`src/design/hbpd_pkg.sv`:
```
// ---------------------------------------------------------------------------
// hbpd_pkg
// Shared types, constants and helpers for the hierarchical peak decimator.
// ---------------------------------------------------------------------------
package hbpd_pkg;

    localparam int SAMPLE_W       = 16;
    localparam int OFFSET_W       = 12;
    localparam int INDEX_W        = 20;
    localparam int LEVEL_W        = 2;
    localparam int MAG_W          = SAMPLE_W + 1;
    localparam int MAX_LEVELS     = 3;
    localparam int BLOCK_DEFAULT  = 16;
    localparam int LEVELS_DEFAULT = 3;
    localparam int RES_FIFO_DEPTH = 4;

    // input beat
    typedef struct packed {
        logic signed [SAMPLE_W-1:0] sample;
        logic                       end_of_data;
    } in_beat_t;

    // result beat
    typedef struct packed {
        logic [LEVEL_W-1:0]         level;
        logic [INDEX_W-1:0]         block_index;
        logic [OFFSET_W-1:0]        peak_offset;
        logic signed [SAMPLE_W-1:0] peak_value;
        logic                       last_result;
    } out_beat_t;

    // candidate handed from one level to the next
    typedef struct packed {
        logic                       valid;
        logic signed [SAMPLE_W-1:0] value;
        logic [OFFSET_W-1:0]        offset;
    } cand_t;

    // completed block reported by one level
    typedef struct packed {
        logic                       emit;
        logic [INDEX_W-1:0]         block_index;
        logic [OFFSET_W-1:0]        offset;
        logic signed [SAMPLE_W-1:0] value;
    } level_res_t;

    // magnitude of a sample, one bit wider so the most negative value fits
    function automatic logic [MAG_W-1:0] magnitude(logic signed [SAMPLE_W-1:0] v);
        logic [MAG_W-1:0] ext;
        ext = {v[SAMPLE_W-1], v};
        return ext[MAG_W-1] ? (~ext + MAG_W'(1)) : ext;
    endfunction

endpackage

```
`src/design/hbpd_level.sv`:
```
// ---------------------------------------------------------------------------
// hbpd_level
// One overview level: tracks the peak of the current block and reports it
// when the block fills or the stream ends.
// ---------------------------------------------------------------------------
module hbpd_level
    import hbpd_pkg::*;
#(
    parameter int BLOCK = BLOCK_DEFAULT,
    parameter int LEVEL = 0
) (
    input  logic       aclk,
    input  logic       aresetn,
    input  cand_t      cand_in,
    input  logic       flush,
    output cand_t      cand_out,
    output level_res_t res
);

    localparam int CNT_W = (BLOCK > 2) ? $clog2(BLOCK) : 1;
    localparam int PROD_W = 2 * OFFSET_W;
    localparam logic [OFFSET_W-1:0] STRIDE = OFFSET_W'((BLOCK ** LEVEL) % (1 << OFFSET_W));
    localparam logic [CNT_W-1:0] LAST_FILL = CNT_W'(BLOCK - 1);

    logic [CNT_W-1:0]           fill_reg, fill_next;
    logic signed [SAMPLE_W-1:0] best_val_reg, best_val_next;
    logic [OFFSET_W-1:0]        best_off_reg, best_off_next;
    logic [INDEX_W-1:0]         blk_reg, blk_next;

    logic [PROD_W-1:0]          off_prod;
    logic [OFFSET_W-1:0]        cand_off;
    logic                       take;
    logic signed [SAMPLE_W-1:0] new_val;
    logic [OFFSET_W-1:0]        new_off;
    logic                       emit;

    // candidate offset within this level's block, wraps at the offset width
    assign off_prod = PROD_W'(fill_reg) * PROD_W'(STRIDE);
    assign cand_off = off_prod[OFFSET_W-1:0] + cand_in.offset;

    // strictly larger magnitude replaces the held peak
    assign take    = cand_in.valid && (magnitude(cand_in.value) > magnitude(best_val_reg));
    assign new_val = take ? cand_in.value : best_val_reg;
    assign new_off = take ? cand_off : best_off_reg;
    assign emit    = cand_in.valid && ((fill_reg == LAST_FILL) || flush);

    // state update
    always_comb begin
        fill_next     = fill_reg;
        best_val_next = best_val_reg;
        best_off_next = best_off_reg;
        blk_next      = blk_reg;
        if (cand_in.valid) begin
            if (emit) begin
                fill_next     = '0;
                best_val_next = '0;
                best_off_next = '0;
                blk_next      = flush ? '0 : blk_reg + INDEX_W'(1);
            end else begin
                fill_next     = fill_reg + CNT_W'(1);
                best_val_next = new_val;
                best_off_next = new_off;
            end
        end
    end

    always_ff @(posedge aclk) begin
        if (!aresetn) begin
            fill_reg     <= '0;
            best_val_reg <= '0;
            best_off_reg <= '0;
            blk_reg      <= '0;
        end else begin
            fill_reg     <= fill_next;
            best_val_reg <= best_val_next;
            best_off_reg <= best_off_next;
            blk_reg      <= blk_next;
        end
    end

    // outputs to the next level and to the result queue
    assign cand_out.valid  = emit;
    assign cand_out.value  = new_val;
    assign cand_out.offset = new_off;

    assign res.emit        = emit;
    assign res.block_index = blk_reg;
    assign res.offset      = new_off;
    assign res.value       = new_val;

endmodule

```
`src/design/hbpd_res_fifo.sv`:
```
// ---------------------------------------------------------------------------
// hbpd_res_fifo
// Small result queue: takes up to NPUSH results in a cycle (always a prefix
// of the push lanes) and hands out one beat per cycle while m_ready is high.
// ---------------------------------------------------------------------------
module hbpd_res_fifo
    import hbpd_pkg::*;
#(
    parameter int DEPTH = RES_FIFO_DEPTH,
    parameter int NPUSH = MAX_LEVELS
) (
    input  logic      aclk,
    input  logic      aresetn,
    input  logic      push_en   [NPUSH],
    input  out_beat_t push_data [NPUSH],
    output logic      space_ok,
    output logic      m_valid,
    input  logic      m_ready,
    output out_beat_t m_data
);

    localparam int PTR_W = (DEPTH > 2) ? $clog2(DEPTH) : 1;
    localparam int CNT_W = $clog2(DEPTH + 1);

    out_beat_t          mem_reg [DEPTH];
    logic [PTR_W-1:0]   wr_ptr_reg, wr_ptr_next;
    logic [PTR_W-1:0]   rd_ptr_reg, rd_ptr_next;
    logic [CNT_W-1:0]   count_reg, count_next;
    logic [CNT_W-1:0]   push_cnt;
    logic               pop;

    assign pop      = m_valid && m_ready;
    assign m_valid  = (count_reg != '0);
    assign m_data   = mem_reg[rd_ptr_reg];
    assign space_ok = (count_reg <= CNT_W'(DEPTH - NPUSH));

    // number of results pushed this cycle
    always_comb begin
        push_cnt = '0;
        for (int k = 0; k < NPUSH; k++) begin
            push_cnt = push_cnt + CNT_W'(push_en[k]);
        end
    end

    // pointer and fill bookkeeping
    always_comb begin
        wr_ptr_next = wr_ptr_reg + PTR_W'(push_cnt);
        rd_ptr_next = pop ? rd_ptr_reg + PTR_W'(1) : rd_ptr_reg;
        count_next  = count_reg + push_cnt - CNT_W'(pop);
    end

    always_ff @(posedge aclk) begin
        if (!aresetn) begin
            wr_ptr_reg <= '0;
            rd_ptr_reg <= '0;
            count_reg  <= '0;
        end else begin
            wr_ptr_reg <= wr_ptr_next;
            rd_ptr_reg <= rd_ptr_next;
            count_reg  <= count_next;
        end
    end

    // storage, lane k lands k entries past the write pointer
    always_ff @(posedge aclk) begin
        for (int k = 0; k < NPUSH; k++) begin
            if (push_en[k]) begin
                mem_reg[wr_ptr_reg + PTR_W'(k)] <= push_data[k];
            end
        end
    end

endmodule

```
`src/design/hierarchical_block_peak_decimator.sv`:
```
// ---------------------------------------------------------------------------
// hierarchical_block_peak_decimator
// Three-level peak overview of a signed Q1.15 sample stream.
// ---------------------------------------------------------------------------
// Takes one sample beat per cycle while s_ready is high. Each level keeps
// the largest-magnitude entry of its current block of BLOCK entries
// (earliest wins a tie) and reports it, with its block index and its offset
// in samples, when the block fills; a completed peak feeds the next level in
// the same cycle. A beat with end_of_data set flushes every level, finest
// first, and returns all state to reset. Results are registered in a 4-entry
// result queue and appear on m_ one per cycle while m_ready is high; s_ready
// drops only while that queue has fewer free entries than the number of
// levels. With the receiver always ready, a sample is taken every cycle,
// except that a beat that completes two blocks, or three (a flush), holds off
// the input while they drain.
// ---------------------------------------------------------------------------
module hierarchical_block_peak_decimator
    import hbpd_pkg::*;
#(
    parameter int BLOCK  = BLOCK_DEFAULT,
    parameter int LEVELS = LEVELS_DEFAULT
) (
    input  logic      aclk,
    input  logic      aresetn,
    input  logic      s_valid,
    output logic      s_ready,
    input  in_beat_t  s_data,
    output logic      m_valid,
    input  logic      m_ready,
    output out_beat_t m_data
);

    localparam int NLEV = (LEVELS < 1) ? 1 : ((LEVELS > MAX_LEVELS) ? MAX_LEVELS : LEVELS);

    logic       accept;
    cand_t      cand [NLEV+1];
    level_res_t res  [NLEV];
    logic       push_en   [NLEV];
    out_beat_t  push_data [NLEV];

    assign accept = s_valid && s_ready;

    // level 0 sees every accepted sample at offset zero
    assign cand[0].valid  = accept;
    assign cand[0].value  = s_data.sample;
    assign cand[0].offset = '0;

    // level chain
    for (genvar l = 0; l < NLEV; l++) begin : g_level
        hbpd_level #(
            .BLOCK (BLOCK),
            .LEVEL (l)
        ) u_level (
            .aclk     (aclk),
            .aresetn  (aresetn),
            .cand_in  (cand[l]),
            .flush    (s_data.end_of_data),
            .cand_out (cand[l+1]),
            .res      (res[l])
        );

        // result beat for this level, last flag on the highest level reporting
        assign push_en[l]               = res[l].emit;
        assign push_data[l].level       = LEVEL_W'(l);
        assign push_data[l].block_index = res[l].block_index;
        assign push_data[l].peak_offset = res[l].offset;
        assign push_data[l].peak_value  = res[l].value;
        if (l == NLEV - 1) begin : g_top
            assign push_data[l].last_result = res[l].emit;
        end else begin : g_mid
            assign push_data[l].last_result = res[l].emit && !res[l+1].emit;
        end
    end

    // unused spare candidate from the top level
    logic unused_top;
    assign unused_top = cand[NLEV].valid;

    // result queue
    hbpd_res_fifo #(
        .DEPTH (RES_FIFO_DEPTH),
        .NPUSH (NLEV)
    ) u_res_fifo (
        .aclk      (aclk),
        .aresetn   (aresetn),
        .push_en   (push_en),
        .push_data (push_data),
        .space_ok  (s_ready),
        .m_valid   (m_valid),
        .m_ready   (m_ready),
        .m_data    (m_data)
    );

endmodule

```
`config.mk`:
```
export PLATFORM = sky130hd
export DESIGN_NAME = hierarchical_block_peak_decimator
export DESIGN_NICKNAME = d
export VERILOG_FILES = /design/src/design/hbpd_pkg.sv /design/src/design/hbpd_level.sv /design/src/design/hbpd_res_fifo.sv /design/src/design/hierarchical_block_peak_decimator.sv
export SDC_FILE = /design/constraint.sdc
export NUM_CORES = 1
export LEC_CHECK = 0
export BUFFER_PORTS_ARGS = -buffer_cell sky130_fd_sc_hd__buf_2
export CAP_MARGIN = 30
export CORE_MARGIN = 2
export CORE_UTILIZATION = 55
export CTS_CLUSTER_SIZE = 14
export DETAILED_ROUTE_END_ITERATION = 16
export PLACE_DENSITY = 0.72
export SLEW_MARGIN = 30
export SYNTH_ARGS = -nofsm -noshare
export SYNTH_HDL_FRONTEND = slang
export SYNTH_SLANG_ARGS = --single-unit
```
`constraint.sdc`:
```
create_clock -name aclk -period 14.5 [get_ports aclk]
set_input_delay 2.9 -clock aclk [delete_from_list [all_inputs] [get_ports aclk]]
set_output_delay 2.9 -clock aclk [all_outputs]
set_load 0.02 [all_outputs]
```
# Word-level counts from Yosys, hierarchy flattened
# Memories as Yosys holds them, arrays and structs flattened. A register that Yosys moved wholly into a read port is not among the register bits.
# Index checks and enable logic that the tools add are counted.
# word_totals
out_inout_bits,53
ff_bits,163
wordCells,102
memories,1
mem_bits_rw,204
in_bits,21
# classes
mux,32
add_sub_neg,22
order_cmp,4
n_reduce_logical,19
bitwise,6
n_eq_ne,3
# memory_table
name,depth,width,rd,rd_ports_with_merged_regs,wr,line_no,source
u_res_fifo.mem_reg,4,51,1,1,3,hbpd_res_fifo.sv:25,out_beat_t mem_reg [DEPTH];
# op_table
op,n
$add A17 B1 Y17 const B,6
$mux W17,6
$not A17 Y17,6
$mux W16,6
$mux W12,6
$add A20 B1 Y20 const B,3
$mux W20,3
$gt A17 B17 Y1,3
$add A12 B12 Y12,1
$add A4 B1 Y4 const B,3
$add A8 B12 Y12,1
$eq A4 B4 Y1 const B,3
$mux W4,3
$logic_and A1 B1 Y1,10
$mux W1,6
$reduce_and A2 Y1,3
$add A2 B1 Y2 const B,2
$mux W2,2
$add A3 B1 Y3,1
$add A3 B3 Y3,1
$le A3 B1 Y1 const B,1
$logic_or A1 B1 Y1,3
$reduce_bool A3 Y1,1
$sub A3 B1 Y3,1
4 further kinds,5

# Longest topological paths before layout
# logic_depth
depth_word,19
ltp_mapped,47

# Cells and area by module
# A second synthesis with hierarchy kept.
# hier_totals
hier_cells,2589
area_unflattened_um2,23367.4
# by_module_without_submodules
module,area_per_inst_um2,seq_area_each_um2,n_inst,cells_per_inst
hbpd_res_fifo,11911.4,6306.0,1,1234
hbpd_level at g_level[0].u_level,3965.1,1041.0,1,480
hbpd_level at g_level[1].u_level,3888.7,1041.0,1,474
hbpd_level at g_level[2].u_level,3573.4,1041.0,1,396
hierarchical_block_peak_decimator,28.8,0.0,1,5

# Worst setup path after synthesis
# Ideal clock, no wire load.
# synth_timing
kind,in2reg
from,input s_data[11] (netlist bit)
to,memory u_res_fifo.mem_reg[3][2] (netlist bit) (data pin)
required_ns,14.221
t_arrival_ns,11.570
slack_ns,2.651
stages,41
cell_sequence,or4_1 -> o41ai_1 -> xnor2_1 -> ha_1 -> nand4_1 -> nor4_1 -> a41o_1 -> a21oi_2 -> buf_6 -> buf_8 -> buf_6 -> mux2i_1 -> ha_1 -> o21a_1 -> nand2_1 -> o31ai_1 -> xnor2_1 -> ha_1 -> [5 not listed] -> buf_2 -> nor2_1 -> a21oi_1 -> ha_1 -> o211ai_1 -> nor4_2 -> a21oi_1 -> xnor2_1 -> ha_1 -> a22oi_1 -> nand3_1 -> o221a_2 -> o31ai_1 -> buf_2 -> nand2_1 -> clkbuf_1 -> o22ai_1 -> a21oi_1
# synth_lines
item,line_no,source
start: declaration,hierarchical_block_peak_decimator.sv:27,"input in_beat_t s_data,"
end: declaration,hbpd_res_fifo.sv:25,

==> reports/qor.txt <==
Setup CP Type: input pin to flop
Final Setup Violations: 0
Period minus WS final: 12440 ps
Crit-path max cell delay: 630 ps
Ranking of synthesized cells by area: edfxtp_1 27%, dfxtp_1 16%, mux4_2 5.3%
# hold bufs at CTS: 0
Power density over the cells: 129 mW/mm^2
Clock transition at path regs: 60 ps
Clock Sinks: 369
Final Hold Viols: 0
Share of layout cells above drive strength 1: 13.5%
DR vias/cell: 6.46
ANT nets after route: 0
Routability Congestion: 0.942
Skew-Pair Late Insertion Delay: 560 ps
Largest net degree at the start of global routing: 70
Initial Util: 55.7%
Mean Syn Cell Area: 9.54 um^2
Tightest Hold Check Type: flop to flop
EDFF count, synth: 196
Worst Slack Setup Final: 2060 ps
Worst hold margin: 458 ps
Most frequent cells in the layout: 288 x nand2_1, 250 x nor2_1, 196 x edfxtp_1
Synth Register Bits: 369
Post-Syn Instances: 2256
Ant diodes: 0
I/O pin count: 74
Nets: 2350
Worst-Margin Slew: 1020 ps
# DRC: 0
Router iterations before antenna repair: 7
Fin Setup TNS: 0 ps
DRT iter0 DRCs: 2120
Vias in the first global route: 17.4k
Fmax: 80.4 MHz
Syn. warnings: 0
CP required: 14760 ps
Crit path arrival time: 12690 ps
CTS Root Cell: clkbuf_16
RSZ-0062 raised after global routing: false
Ys flop type: edfxtp_1
WL per Instance: 22.1 um
Die width: 202 um
Max Cap Viol: 0
Setup bufs post-CTS: 0
Final Max Tran Viols: 0
Async SR Flop Fraction: 0%
Pleak: 8.77 nW
Antenna violations before repair: 0
Critical Path Start Type: input pin
Routed WL: 62000 um
Area grow syn2layout: 9.83%
Max reg flops: 204
Max_slew headroom: 31.9%
CP endpoint kind: flop
Status: completed
Area leader, netlist: edfxtp_1
Pre-CTS setup slack: 1570 ps
GR Overflow Total: 0
Gates resized, CTS repair: 0
Fin crit share: 85.8%
R2R setup slack: 3590 ps
WP buf/inv: 3
Top cell by count, worst path: ha_1
CP Max Fanout: 48
Max Clock Skew: 15.1 ps
Yosys top cell area share: 27.3%
Cell Area, Synth: 0.0215 mm^2
Placed Cells: 2726
Die Span Y: 202 um
Die area: 0.0407 mm^2
GRT Resource Usage Total: 30.1%
Cts bufs inserted: 40
Rows: 72
Netlist cell types: 84
Final Util: 61.2%
Peak VDD IR: 0.0000952 V
First-pass GRT wire length: 96900 um
Maximum clock path buffer count: 3
Core area: 0.0386 mm^2
Layout Cells excl Fill: 2801
Slowest-stage cell, CP: o31ai_4
Hpwl dp: 40300 um
TritonCTS clock tree: yes
H-tree levels: 2
Commonest non-fill, non-tap cell in the layout: nand2_1
Input/output buffers: 73
Sequential area share after synthesis: 43.4%
Via Count: 18.1k
Family with the most delay on the worst path: compound AO/OA/AOI/OAI gates
## routing by layer
metal | wire length (um) | track usage (%) | part of all wire (%) | vias up
met4 | 1490 | 9.16 | 2.4 | 0
met2 | 27700 | 46.7 | 45 | 994
met3 | 7010 | 6.24 | 11 | 146
li1 | - | - | - | 8240
met1 | 25800 | 42.6 | 42 | 8701
met5 | 0 | 0 | 0 | -
## cell families (layout without fill, tap and decap cells)
logic type / after synthesis / count (layout) / synth area share (%)
AND/OR/NAND/NOR: 746 / 746 / 15.4
AO/OA/AOI/OAI: 564 / 564 / 16.3
flip-flops: 369 / 369 / 43.4
buffers and inverters: 206 / 229 / 3.92
multiplexers: 152 / 152 / 10.6
XOR/XNOR: 139 / 139 / 5.66
adder cells (fa/ha/maj): 78 / 78 / 4.64
other: 2 / 6 / 0.0349
## stage by stage
step | cell area, um^2 | power (mW)
after detailed placement | 22300 | 2.03
after CTS | 23600 | 3.06
final | 23600 | 3.05
after global placement | 22300 | 2.01
after floorplan | 21500 | 1.80
after global routing | 23600 | 3.17
## synth_stat cells, drive strengths merged (5+ instances only)
cell / number
inv: 38
nor3: 22
nand2b: 12
dfxtp: 173
a221oi: 19
or4: 8
nor4: 8
edfxtp: 196
nand3: 42
a211oi: 25
ha: 75
o22ai: 57
clkbuf: 129
and2: 16
nor2: 258
o31ai: 18
a21oi: 170
a2bb2o: 7
or3: 23
nand4: 25
mux4: 51
nand2: 292
o21ai: 133
a22oi: 20
xnor2: 68
o21a: 5
o41ai: 6
and3: 9
mux2i: 74
buf: 39
mux2: 27
o2bb2ai: 18
nor2b: 11
a31oi: 57
o211ai: 12
xor2: 71
## worst paths after layout
check | from | endpoint | depth (start not counted)
setup / recovery | s_data[3] | u_res_fifo.mem_reg[0][8] | 38
hold / removal | g_level[1].u_level.best_off_reg[0] | g_level[1].u_level.best_off_reg[0] | 2
setup reg to reg | g_level[0].u_level.best_val_reg[2] | u_res_fifo.mem_reg[0][8] | 38
hold reg to reg | g_level[1].u_level.best_off_reg[0] | g_level[1].u_level.best_off_reg[0] | 2
## worst reg2reg max path, delay by kind of cell (launching register included)
| kind | cells | cell delay [ps] |
|---|---|---|
| and+or+nand+nor | 15 | 4230 |
| AOI/OAI and AO/OA | 14 | 3370 |
| adders and majority gates | 4 | 1080 |
| buffers and inverters | 2 | 900 |
| muxes | 1 | 400 |
| DFF | 1 | 380 |
| xor gates and xnor gates | 2 | 280 |
## where the power goes
part	leakage, nW	internal (mW)	total, mW	switching (mW)
clock network	0.641	0.607	1.04	0.435
registers	3.23	1.18	1.23	0.0448
logic	4.91	0.296	0.785	0.488
## cell type report
| class | instances | area, um^2 |
|---|---|---|
| clock buffers | 57 | 1100 |
| repair buffers | 117 | 703 |
| multi-input cells | 1685 | 11500 |
| inverters | 38 | 143 |
| well taps | 518 | 648 |
| fillers | 3153 | 15000 |
| clock inverters | 17 | 213 |
| flip-flops and latches | 369 | 9350 |
Power figures use the tool's default switching activity.
